===== config.mk =====
export PLATFORM = sky130hd
export DESIGN_NAME = rqs_ram
export DESIGN_NICKNAME = d
export VERILOG_FILES = /design/src/rtl/rqs_ram.sv
export SDC_FILE = /design/constraint.sdc
export NUM_CORES = 1
export LEC_CHECK = 0
export BUFFER_PORTS_ARGS = -buffer_cell sky130_fd_sc_hd__buf_2
export CAP_MARGIN = 10
export CORE_MARGIN = 5
export CORE_UTILIZATION = 50
export CTS_BUF_LIST = sky130_fd_sc_hd__clkbuf_8
export DETAILED_ROUTE_END_ITERATION = 12
export PLACE_DENSITY = 0.72
export RECOVER_POWER = 100
export SKIP_LAST_GASP = 1
export SYNTH_ARGS = -nofsm -noshare
export SYNTH_HDL_FRONTEND = slang
export SYNTH_SLANG_ARGS = --single-unit

===== constraint.sdc =====
create_clock -name clock -period 1.3 [get_ports clock]
set_input_delay 0 -clock clock [delete_from_list [all_inputs] [get_ports clock]]
set_output_delay 0 -clock clock [all_outputs]
set_load 0.05 [all_outputs]

===== src/rtl/rqs_ram.sv =====
// Generic single write port, single read port RAM with registered read data.
module rqs_ram #(
   parameter int WIDTH = 8,
   parameter int DEPTH = 2
) (
   input  logic                     clock,
   input  logic                     wr_en,
   input  logic [$clog2(DEPTH)-1:0] wr_addr,
   input  logic [WIDTH-1:0]         wr_data,
   input  logic                     rd_en,
   input  logic [$clog2(DEPTH)-1:0] rd_addr,
   output logic [WIDTH-1:0]         rd_data
);

   logic [WIDTH-1:0] mem_ff [DEPTH];
   logic [WIDTH-1:0] rd_data_ff;

   // Write port
   always_ff @(posedge clock) begin
      if (wr_en) begin
         mem_ff[wr_addr] <= wr_data;
      end
   end

   // Registered read, held until the next read
   always_ff @(posedge clock) begin
      if (rd_en) begin
         rd_data_ff <= mem_ff[rd_addr];
      end
   end

   assign rd_data = rd_data_ff;

endmodule


==> flow_summary.yaml <==
placed_design:
  postPlaceCellArea_um2: 982
  buffer_ports.inserted: 20
  place_congestion: 0.662
global_route:
  grt_pass1_wl_um: 1760
  grt_overall_usage_pct: 9.24
  initial_antenna_violation_count: 0
  pin_count_of_the_biggest_net_entering_global_routing: 15
  grt_pass1_vias: 414
  grt-ovfl-total: 0
layout:
  final_common_cell: "sky130_fd_sc_hd__edfxtp_1"
  mostFrequentLayoutCells: "24 x sky130_fd_sc_hd__edfxtp_1, 14 x sky130_fd_sc_hd__clkbuf_1, 8 x sky130_fd_sc_hd__mux2_1, 8 x sky130_fd_sc_hd__dlygate4sd3_1, 6 x sky130_fd_sc_hd__buf_2"
  fillCellCount: 142
  layout-drive-gt1-share_pct: 14.9
  antennaDiodeCount: 0
  final_area_mm2: 0.00108
  fin_nets: 81
  area_growth_pct: 25.2
  layout.core_utilization_pct: 64.1
die:
  floorplan.initialDensity_pct: 51.2
  num_rows: 15
  top_level_ports: 21
  die_w_um: 51.6
  die_area_mm2: 0.00266
  die_height_um: 51.6
  fp.coreArea_mm2: 0.00169
logic_synthesis:
  synth.distinct_cells: 5
  synthesis.area_um2: 865
  synthesis.nets: 48
  ys_seq_area_share_pct: 83.4
  yosys_warnings: 0
  synth_seq_cells: 24
  postSynthAreaPerCell_um2: 24.7
  number_of_standard_cells_after_synthesis: 35
worst_setup_path:
  cpLargestDelayFamily: "buffers and inverters"
  reg2reg_from: "mem_ff[1][0]"
  crit_required_ps: 1300
  crit_path_top_delay_cell: "sky130_fd_sc_hd__clkbuf_1"
  cp_slowest_stage_delay_ps: 470
  critical_path_depth: 1
  critical_path.startpoint: "rd_data[7]"
  worstPathArrival_ps: 1060
  critPathCaptureType: "output port"
  register_to_register_path_setup_slack_ps: 370
  startpoint_type: "register"
  crit_path_cell_trace: "clkbuf_1"
  cp-endpoint: "rd_data[7]"
  r2r_cells: 1
  path_max_fanout: 1
  timing.critical_path.buf_inv: 1
  worst-setup-path-type: "reg2out"
  regToRegEndpoint: "rd_data[0]"
cts:
  cts-root-buf: "sky130_fd_sc_hd__clkbuf_8"
  cts-root-to-sink-buffers: 2
  clock_tree_from_tritoncts: "yes"
  cts_sinks: 24
  cts_setup_buffers: 0
  clock_latency_ps: 260
  cts_htree_levels: 1
  cts-buffers-inserted: 3
  path_clk_slew_ps: 80
sta:
  finalCritPeriodShare_pct: 81.2
  finalSetupViolCount: 0
  rsz0062_at_grt: "no"
  setup-tns-final_ps: 0
  final.min_clock_period_ps: 1060
  hold_violations: 0
  fin_worst_skew_ps: 2.58
  slew_headroom_pct: 60.0
  worst_pin_slew_ps: 603
  max_clock_freq_ghz: 0.948
  drv_slew: 0
drt:
  drt_first_pass_iters: 2
  drc_errors: 0
  avgViaCountPerCell: 4.65
  wl_um: 1130
  drt-initial-drc-count: 1
  post_drt_wl_per_cell_um: 13.5
  route.antenna.remaining_nets: 0
  routed_vias: 391
power:
  irDropWorstVdd_v: 0.00101
  power.leakage_uw: 0.000375
  power_density_mw_per_mm2: 1580
outcome:
  outcome: "complete, no violations"
run:
  max_cap_viol_count: 0
min_path:
  min_path_type: "in2reg"
-- metrics by stage --
step	cells	power (uW)	hold WS [ps]	worst slack, ps
after floorplan	35	1060	98.9	450
after global placement	72	1100	189	436
after detailed placement	72	1110	191	418
after CTS	84	1750	68.2	410
after global routing	84	1770	177	203
final	84	1710	141	245
-- repair_timing --
item,in CTS,in global routing
gates resized for setup,0,0
hold endpoints to repair,16,0
hold buffers,8,0
-- cell usage after synthesis --
cell | n | area, um^2
sky130_fd_sc_hd__buf_6 | 1 | 11.3
sky130_fd_sc_hd__edfxtp_1 | 24 | 721
sky130_fd_sc_hd__nor2b_1 | 1 | 6.26
sky130_fd_sc_hd__mux2_4 | 8 | 120
sky130_fd_sc_hd__and2_1 | 1 | 6.26
-- kinds of logic after synthesis --
kind of cell	count (synthesis)	synth area share [%]
flip-flops	24	83.4
multiplexers	8	13.9
AND/OR/NAND/NOR	2	1.45
buffers and inverters	1	1.30
-- state kept, by name, summed over array words and instances (netlist names) --
name / flops
rd_data: 8
mem_ff: 16
-- worst min-delay path by stage --
stage                          start            to  slack (ps)  cells past startpoint
final                          rd_en    rd_data[7]         140                      1
after global routing           rd_en    rd_data[7]         180                      1
after CTS                      rd_en    rd_data[7]          70                      1
after detailed placement  wr_data[5]  mem_ff[1][5]         190                      1
after global placement    wr_data[5]  mem_ff[0][5]         190                      1
after floorplan           wr_data[0]  mem_ff[0][0]         100                      0
-- final cells by class --
cell class / count / area, um^2 / area share (%)
Clock buffer: 3 / 41.3 / 3.82
Tap cell: 17 / 21.3 / 1.97
Clock inverter: 1 / 30.0 / 2.77
Sequential cell: 24 / 721 / 66.6
Timing Repair Buffer: 29 / 166 / 15.4
Multi-Input combinational cell: 10 / 103 / 9.48
-- power by group --
group | switching (uW) | total, uW | internal [uW]
registers | 10.5 | 923 | 913
clock network | 223 | 634 | 411
logic | 106 | 155 | 48.9
total | 339 | 1710 | 1370
-- layer usage --
layer,GRT usage (%),vias to the layer above,part of all wire (%)
met4,5.24,0,0.80
met3,2.58,2,5.9
met1,10.4,172,49
li1,-,203,-
met5,0,-,0
met2,15.7,14,44
(Power assumes the default switching activity.)
