==> config.mk <==
export PLATFORM = sky130hd
export DESIGN_NAME = rqs_div
export DESIGN_NICKNAME = d
export VERILOG_FILES = /design/src/rtl/rqs_pkg.sv /design/src/rtl/rqs_div.sv
export SDC_FILE = /design/constraint.sdc
export NUM_CORES = 1
export LEC_CHECK = 0
export BUFFER_PORTS_ARGS = -buffer_cell sky130_fd_sc_hd__buf_2
export CAP_MARGIN = 10
export CORE_AREA = 2 2 107 109
export DETAILED_ROUTE_END_ITERATION = 7
export DIE_AREA = 0 0 109 111
export PLACE_DENSITY_LB_ADDON = 0.1
export SKIP_LAST_GASP = 1
export SLEW_MARGIN = 20
export SYNTH_ARGS = -nofsm -noshare
export SYNTH_HDL_FRONTEND = slang
export SYNTH_SLANG_ARGS = --single-unit
==> constraint.sdc <==
create_clock -name clock -period 5.3 [get_ports clock]
set_input_delay 1.06 -clock clock [delete_from_list [all_inputs] [get_ports clock]]
set_output_delay 1.06 -clock clock [all_outputs]
set_load 0.005 [all_outputs]
==> src/rtl/rqs_pkg.sv <==
// Shared types, widths and codes for the reading qualifier with statistics and queue.
package rqs_pkg;

   // Field widths
   localparam int LUX_W    = 24;
   localparam int CNT_W    = 32;
   localparam int QUAL_W   = 8;
   localparam int STAMP_W  = 32;
   localparam int RAW_W    = 16;
   localparam int VOLT_W   = 16;
   localparam int LEVEL_W  = 6;
   localparam int STATUS_W = 3;

   // Running mean arithmetic: product of mean and count, then sum with lux
   localparam int PROD_W = LUX_W + CNT_W;
   localparam int SUM_W  = PROD_W + 1;

   // Configuration port
   localparam int CSR_IDX_W  = 2;
   localparam int CSR_DATA_W = 24;

   localparam logic [CSR_IDX_W-1:0] CSR_MIN_LUX     = 2'd0;
   localparam logic [CSR_IDX_W-1:0] CSR_MAX_LUX     = 2'd1;
   localparam logic [CSR_IDX_W-1:0] CSR_MIN_QUALITY = 2'd2;
   localparam logic [CSR_IDX_W-1:0] CSR_FLUSH_LEVEL = 2'd3;

   // Register reset values
   localparam logic [LUX_W-1:0]   MIN_LUX_RST     = '0;
   localparam logic [LUX_W-1:0]   MAX_LUX_RST     = '1;
   localparam logic [QUAL_W-1:0]  MIN_QUALITY_RST = '0;
   localparam logic [LEVEL_W-1:0] FLUSH_LEVEL_RST = 6'd16;

   // Default queue depth
   localparam int QUEUE_DEPTH_DEF = 32;

   // Result status codes
   localparam logic [STATUS_W-1:0] ST_ACCEPTED = 3'd0;
   localparam logic [STATUS_W-1:0] ST_FILTERED = 3'd1;
   localparam logic [STATUS_W-1:0] ST_OVERFLOW = 3'd2;
   localparam logic [STATUS_W-1:0] ST_FLUSHED  = 3'd3;
   localparam logic [STATUS_W-1:0] ST_DRAINED  = 3'd4;

   // Request kinds
   localparam logic KIND_READING = 1'b0;
   localparam logic KIND_FLUSH   = 1'b1;

   // Request payload
   typedef struct packed {
      logic                kind;
      logic                valid_req;
      logic [LUX_W-1:0]    lux;
      logic [QUAL_W-1:0]   quality;
      logic [STAMP_W-1:0]  stamp_ms;
      logic [RAW_W-1:0]    raw_count;
      logic [VOLT_W-1:0]   voltage_mv;
   } req_type;

   // Result payload
   typedef struct packed {
      logic [STATUS_W-1:0] status;
      logic [STAMP_W-1:0]  out_stamp_ms;
      logic [RAW_W-1:0]    out_raw;
      logic [LUX_W-1:0]    out_lux;
      logic [VOLT_W-1:0]   out_voltage_mv;
      logic [QUAL_W-1:0]   out_quality;
      logic [CNT_W-1:0]    accepted_total;
      logic [CNT_W-1:0]    filtered_total;
      logic [CNT_W-1:0]    overflow_total;
      logic [LUX_W-1:0]    lux_low;
      logic [LUX_W-1:0]    lux_high;
      logic [LUX_W-1:0]    lux_mean;
   } rsp_type;

   // One queued reading
   typedef struct packed {
      logic [STAMP_W-1:0] stamp_ms;
      logic [RAW_W-1:0]   raw_count;
      logic [LUX_W-1:0]   lux;
      logic [VOLT_W-1:0]  voltage_mv;
      logic [QUAL_W-1:0]  quality;
   } entry_type;

   localparam int ENTRY_W = $bits(entry_type);

endpackage

==> src/rtl/rqs_div.sv <==
// Restoring serial divider for the running mean, one quotient bit per cycle.
module rqs_div import rqs_pkg::*; (
   input  logic             clock,
   input  logic             reset,
   input  logic             start,
   input  logic [SUM_W-1:0] dividend,
   input  logic [CNT_W-1:0] divisor,
   output logic             done,
   output logic [LUX_W-1:0] quotient
);

   localparam int STEP_W = $clog2(LUX_W);
   localparam logic [STEP_W-1:0] LAST_STEP = STEP_W'(LUX_W - 1);

   logic              busy_ff, busy_in;
   logic              done_ff, done_in;
   logic [STEP_W-1:0] step_ff, step_in;
   logic [CNT_W-1:0]  rem_ff, rem_in;
   logic [LUX_W-1:0]  quo_ff, quo_in;
   logic [CNT_W-1:0]  dsr_ff, dsr_in;

   logic [CNT_W:0]    trial;
   logic [CNT_W:0]    diff;
   logic              fits;

   // Trial subtraction; the quotient is known to fit LUX_W bits, so the
   // upper part of the dividend is already below the divisor
   assign trial = {rem_ff, quo_ff[LUX_W-1]};
   assign diff  = trial - {1'b0, dsr_ff};
   assign fits  = trial >= {1'b0, dsr_ff};

   always_comb begin
      busy_in = busy_ff;
      done_in = 1'b0;
      step_in = step_ff;
      rem_in  = rem_ff;
      quo_in  = quo_ff;
      dsr_in  = dsr_ff;
      if (start) begin
         busy_in = 1'b1;
         step_in = '0;
         rem_in  = dividend[SUM_W-2:LUX_W];
         quo_in  = dividend[LUX_W-1:0];
         dsr_in  = divisor;
      end else if (busy_ff) begin
         rem_in  = fits ? diff[CNT_W-1:0] : trial[CNT_W-1:0];
         quo_in  = {quo_ff[LUX_W-2:0], fits};
         step_in = step_ff + 1'b1;
         if (step_ff == LAST_STEP) begin
            busy_in = 1'b0;
            done_in = 1'b1;
         end
      end
   end

   // Control state
   always_ff @(posedge clock) begin
      if (reset) begin
         busy_ff <= 1'b0;
         done_ff <= 1'b0;
         step_ff <= '0;
      end else begin
         busy_ff <= busy_in;
         done_ff <= done_in;
         step_ff <= step_in;
      end
   end

   // Datapath
   always_ff @(posedge clock) begin
      rem_ff <= rem_in;
      quo_ff <= quo_in;
      dsr_ff <= dsr_in;
   end

   assign done     = done_ff;
   assign quotient = quo_ff;

endmodule

==> flow_summary.ini <==
[yosys]
syn-cell-area_sq_mm = 0.00589
synthCells = 560
yosys_warnings = 0
yosysSeqAreaShare = 0.472
ys.flop_type = edfxtp_1
yosysUniqueCellTypes = 59
synth_edf_count = 88
syn_nets = 686
synth-async-reset-ratio = 0
syn_avg_cell_area_sq_um = 10.5
synth-seq-cells = 95

[global_routing]
grt-ovfl-total = 0
grt_pass1_vias = 4640
antenna_found_initial = 0
grt_max_degree = 45
grt_pass1_wl_mm = 22.2
grtUsageTotal = 0.236

[sta]
setup_tns_ns = 0
rsz0062_at_grt = no
clock_skew_ns = 0.00925
fin_ws_ns = 1.85
drv_slew = 0
hold_viol_final = 0
post-route-period-util = 0.651
setup_viol = 0
slew-limit-headroom = 0.376
fmax_mhz = 290
tightestPinTransition_ns = 0.936
period_needed_ns = 3.45

[worst_setup_path]
critPathMaxFanout = 5
required_ns = 5.40
cp_num_buf_inv = 2
r2r-start = quotient[23]
r2r_end = rem_ff[24]
crit_chain = inv_1, ha_1, inv_1, fa_1, a211oi_1, o21ai_1, a31oi_1, o31ai_2, a21oi_1, o21bai_1, xnor2_1, a221o_1
cp_top_family = compound AO/OA/AOI/OAI gates
worstSetupPathType = flip-flop to flip-flop
r2r_slack_ns = 1.85
cp_slowest_stage_delay_ns = 0.57
ff2ff_path_depth = 12
crit_path_top_delay_cell = a31oi_1
start_kind = flip-flop
path_common_cell = inv_1
cp.arrival_ns = 3.55
cp-end-kind = flip-flop

[cts]
cts_sinks = 95
cts_buffer_depth = 2
cts_setup_buffers = 0
clk_latency_ns = 0.35
cts_resized = 0
tritoncts = built
cts.clk_slew.worst_paths_ns = 0.07
cts-root-buf = clkbuf_16
hold_buffers = 0
cts_buffers = 9
htree_num_levels = 3

[min_path]
min-delay-start = step_ff[4]
hold_class = flip-flop to flip-flop
hold_end = done
hold_depth = 2

[floorplanning]
dieArea_sq_mm = 0.0121
ios = 117
rows = 39
start_util = 0.532
die_w_microns = 109
die_h_microns = 111
coreArea_sq_mm = 0.0111

[detailed_routing]
wl_per_cell_microns = 16.7
vias = 4545
first_pass_iters = 4
drc_errors = 0
finalWirelength_mm = 13.5
vias_per_cell = 5.64
drt-initial-drc-count = 252
ant_nets = 0

[final_layout]
insertedDiodeCount = 0
multiInputGateArea_sq_mm = 0.00281
num-fill-cells = 957
syn2layout_area_growth_pct = 15.5
fin_nets = 784
seq_area_sq_mm = 0.00278
drive_gt1_frac = 0.282

[placement]
gp_congestion = 0.882
portBuffers = 115
dp_hpwl_mm = 9.94
pre_cts_ws_ns = 1.82

[flow_run]
drv_cap = 0

[outcome]
status = completed

[power_and_ir_drop]
vdd_drop_max_mv = 0.260
cellPowerDensity_mw_per_mm2 = 427
leakage_nw = 2.80
[layout by cell type (no fill, tap or decap), types with 12 or more instances in the layout]
cell	n
nand4_1	13
xnor2_1	12
mux2_2	34
nor2_1	29
inv_1	39
o21ai_0	31
buf_2	114
a21oi_1	35
edfxtp_1	88
xor2_1	18
o21a_1	18
o21ai_1	13
nand3_1	14
nand2_1	51
ha_1	33
[cell usage after synthesis, types with 5 or more instances]
cell type / instances / area, sq um
nand4_1: 13 / 81.3
mux2_2: 34 / 383
nand3_1: 14 / 70.1
xor2_1: 18 / 158
o211ai_1: 6 / 45.0
dfxtp_1: 7 / 140
nand2_1: 51 / 191
a21o_1: 7 / 52.6
inv_1: 39 / 146
and3_1: 6 / 37.5
ha_1: 33 / 413
buf_2: 13 / 65.1
a221o_1: 5 / 50.1
nor2_1: 29 / 109
o21ai_1: 13 / 65.1
a211oi_1: 5 / 37.5
clkbuf_1: 12 / 45.0
o21a_1: 18 / 135
a21oi_1: 35 / 175
nor3_1: 11 / 55.1
edfxtp_1: 88 / 2640
o21ai_0: 31 / 155
xnor2_1: 12 / 105
[flip-flops by register name (all words and copies together) (netlist names)]
signal	count
dsr_ff	32
rem_ff	32
quotient	24
step_ff	5
busy_ff	1
done	1
[worst register-to-register path: cells and delay by family (launching register included)]
kind	cells	cell delay [ns]
XOR/XNOR	1	0.14
AO/OA/AOI/OAI	7	1.94
flip-flops	1	0.42
adder cells (fa/ha/maj)	2	0.58
buffers and inverters	2	0.13
[metal layers]
layer	track usage	up-vias	routed length, microns
met5	0	-	0
met4	0.0991	0	324
met3	0.0635	20	890
met2	0.380	141	6190
met1	0.297	2123	6060
li1	-	2261	-
[cell families (layout without fill, tap and decap cells)]
| group | after synthesis | after routing | synth area share |
|---|---|---|---|
| flops | 95 | 95 | 0.472 |
| buf+inv | 72 | 175 | 0.0520 |
| simple gates | 141 | 141 | 0.113 |
| compound gates | 152 | 152 | 0.177 |
| xor+xnor | 30 | 30 | 0.0446 |
| fa+ha+maj | 34 | 34 | 0.0734 |
| mux | 36 | 36 | 0.0684 |
[worst max-delay path by stage]
stage	slack, ns	cells after the start	endpoint	startpoint
after detailed placement	1.82	12	rem_ff[24]	quotient[23]
after CTS	1.83	12	rem_ff[24]	quotient[23]
final	1.85	12	rem_ff[24]	quotient[23]
after global placement	1.92	12	rem_ff[24]	quotient[23]
after global routing	1.66	12	rem_ff[24]	quotient[23]
after floorplan	2.37	12	rem_ff[24]	quotient[23]
[area by class of cell]
cell class | count | share of cell area
Inverter | 39 | 0.0215
Timing Repair Buffer | 120 | 0.0904
Clock buffer | 10 | 0.0351
Multi-Input combinational cell | 393 | 0.412
Tap cell | 143 | 0.0263
Clock inverter | 6 | 0.00606
Sequential cell | 95 | 0.409
[power by group]
part | total, mW | leakage, nW | internal, mW | switching [mW]
registers | 1.05 | 0.931 | 0.981 | 0.0668
logic | 1.24 | 1.72 | 0.522 | 0.714
clock network | 0.621 | 0.143 | 0.333 | 0.289
total | 2.91 | 2.80 | 1.84 | 1.07
[through the flow]
stage / hold slack, ns / utilization / power (mW) / instance area [sq um] / cells
after floorplan: 0.467 / - / 2.01 / 5890 / 560
after global placement: 0.484 / 0.589 / 2.27 / 6530 / 790
after detailed placement: 0.489 / 0.589 / 2.29 / 6530 / 790
after CTS: 0.498 / 0.615 / 2.92 / 6810 / 806
after global routing: 0.520 / 0.615 / 3.11 / 6810 / 806
final: 0.500 / 0.615 / 2.91 / 6810 / 806
Note: power is estimated with default switching activity, not from simulation.
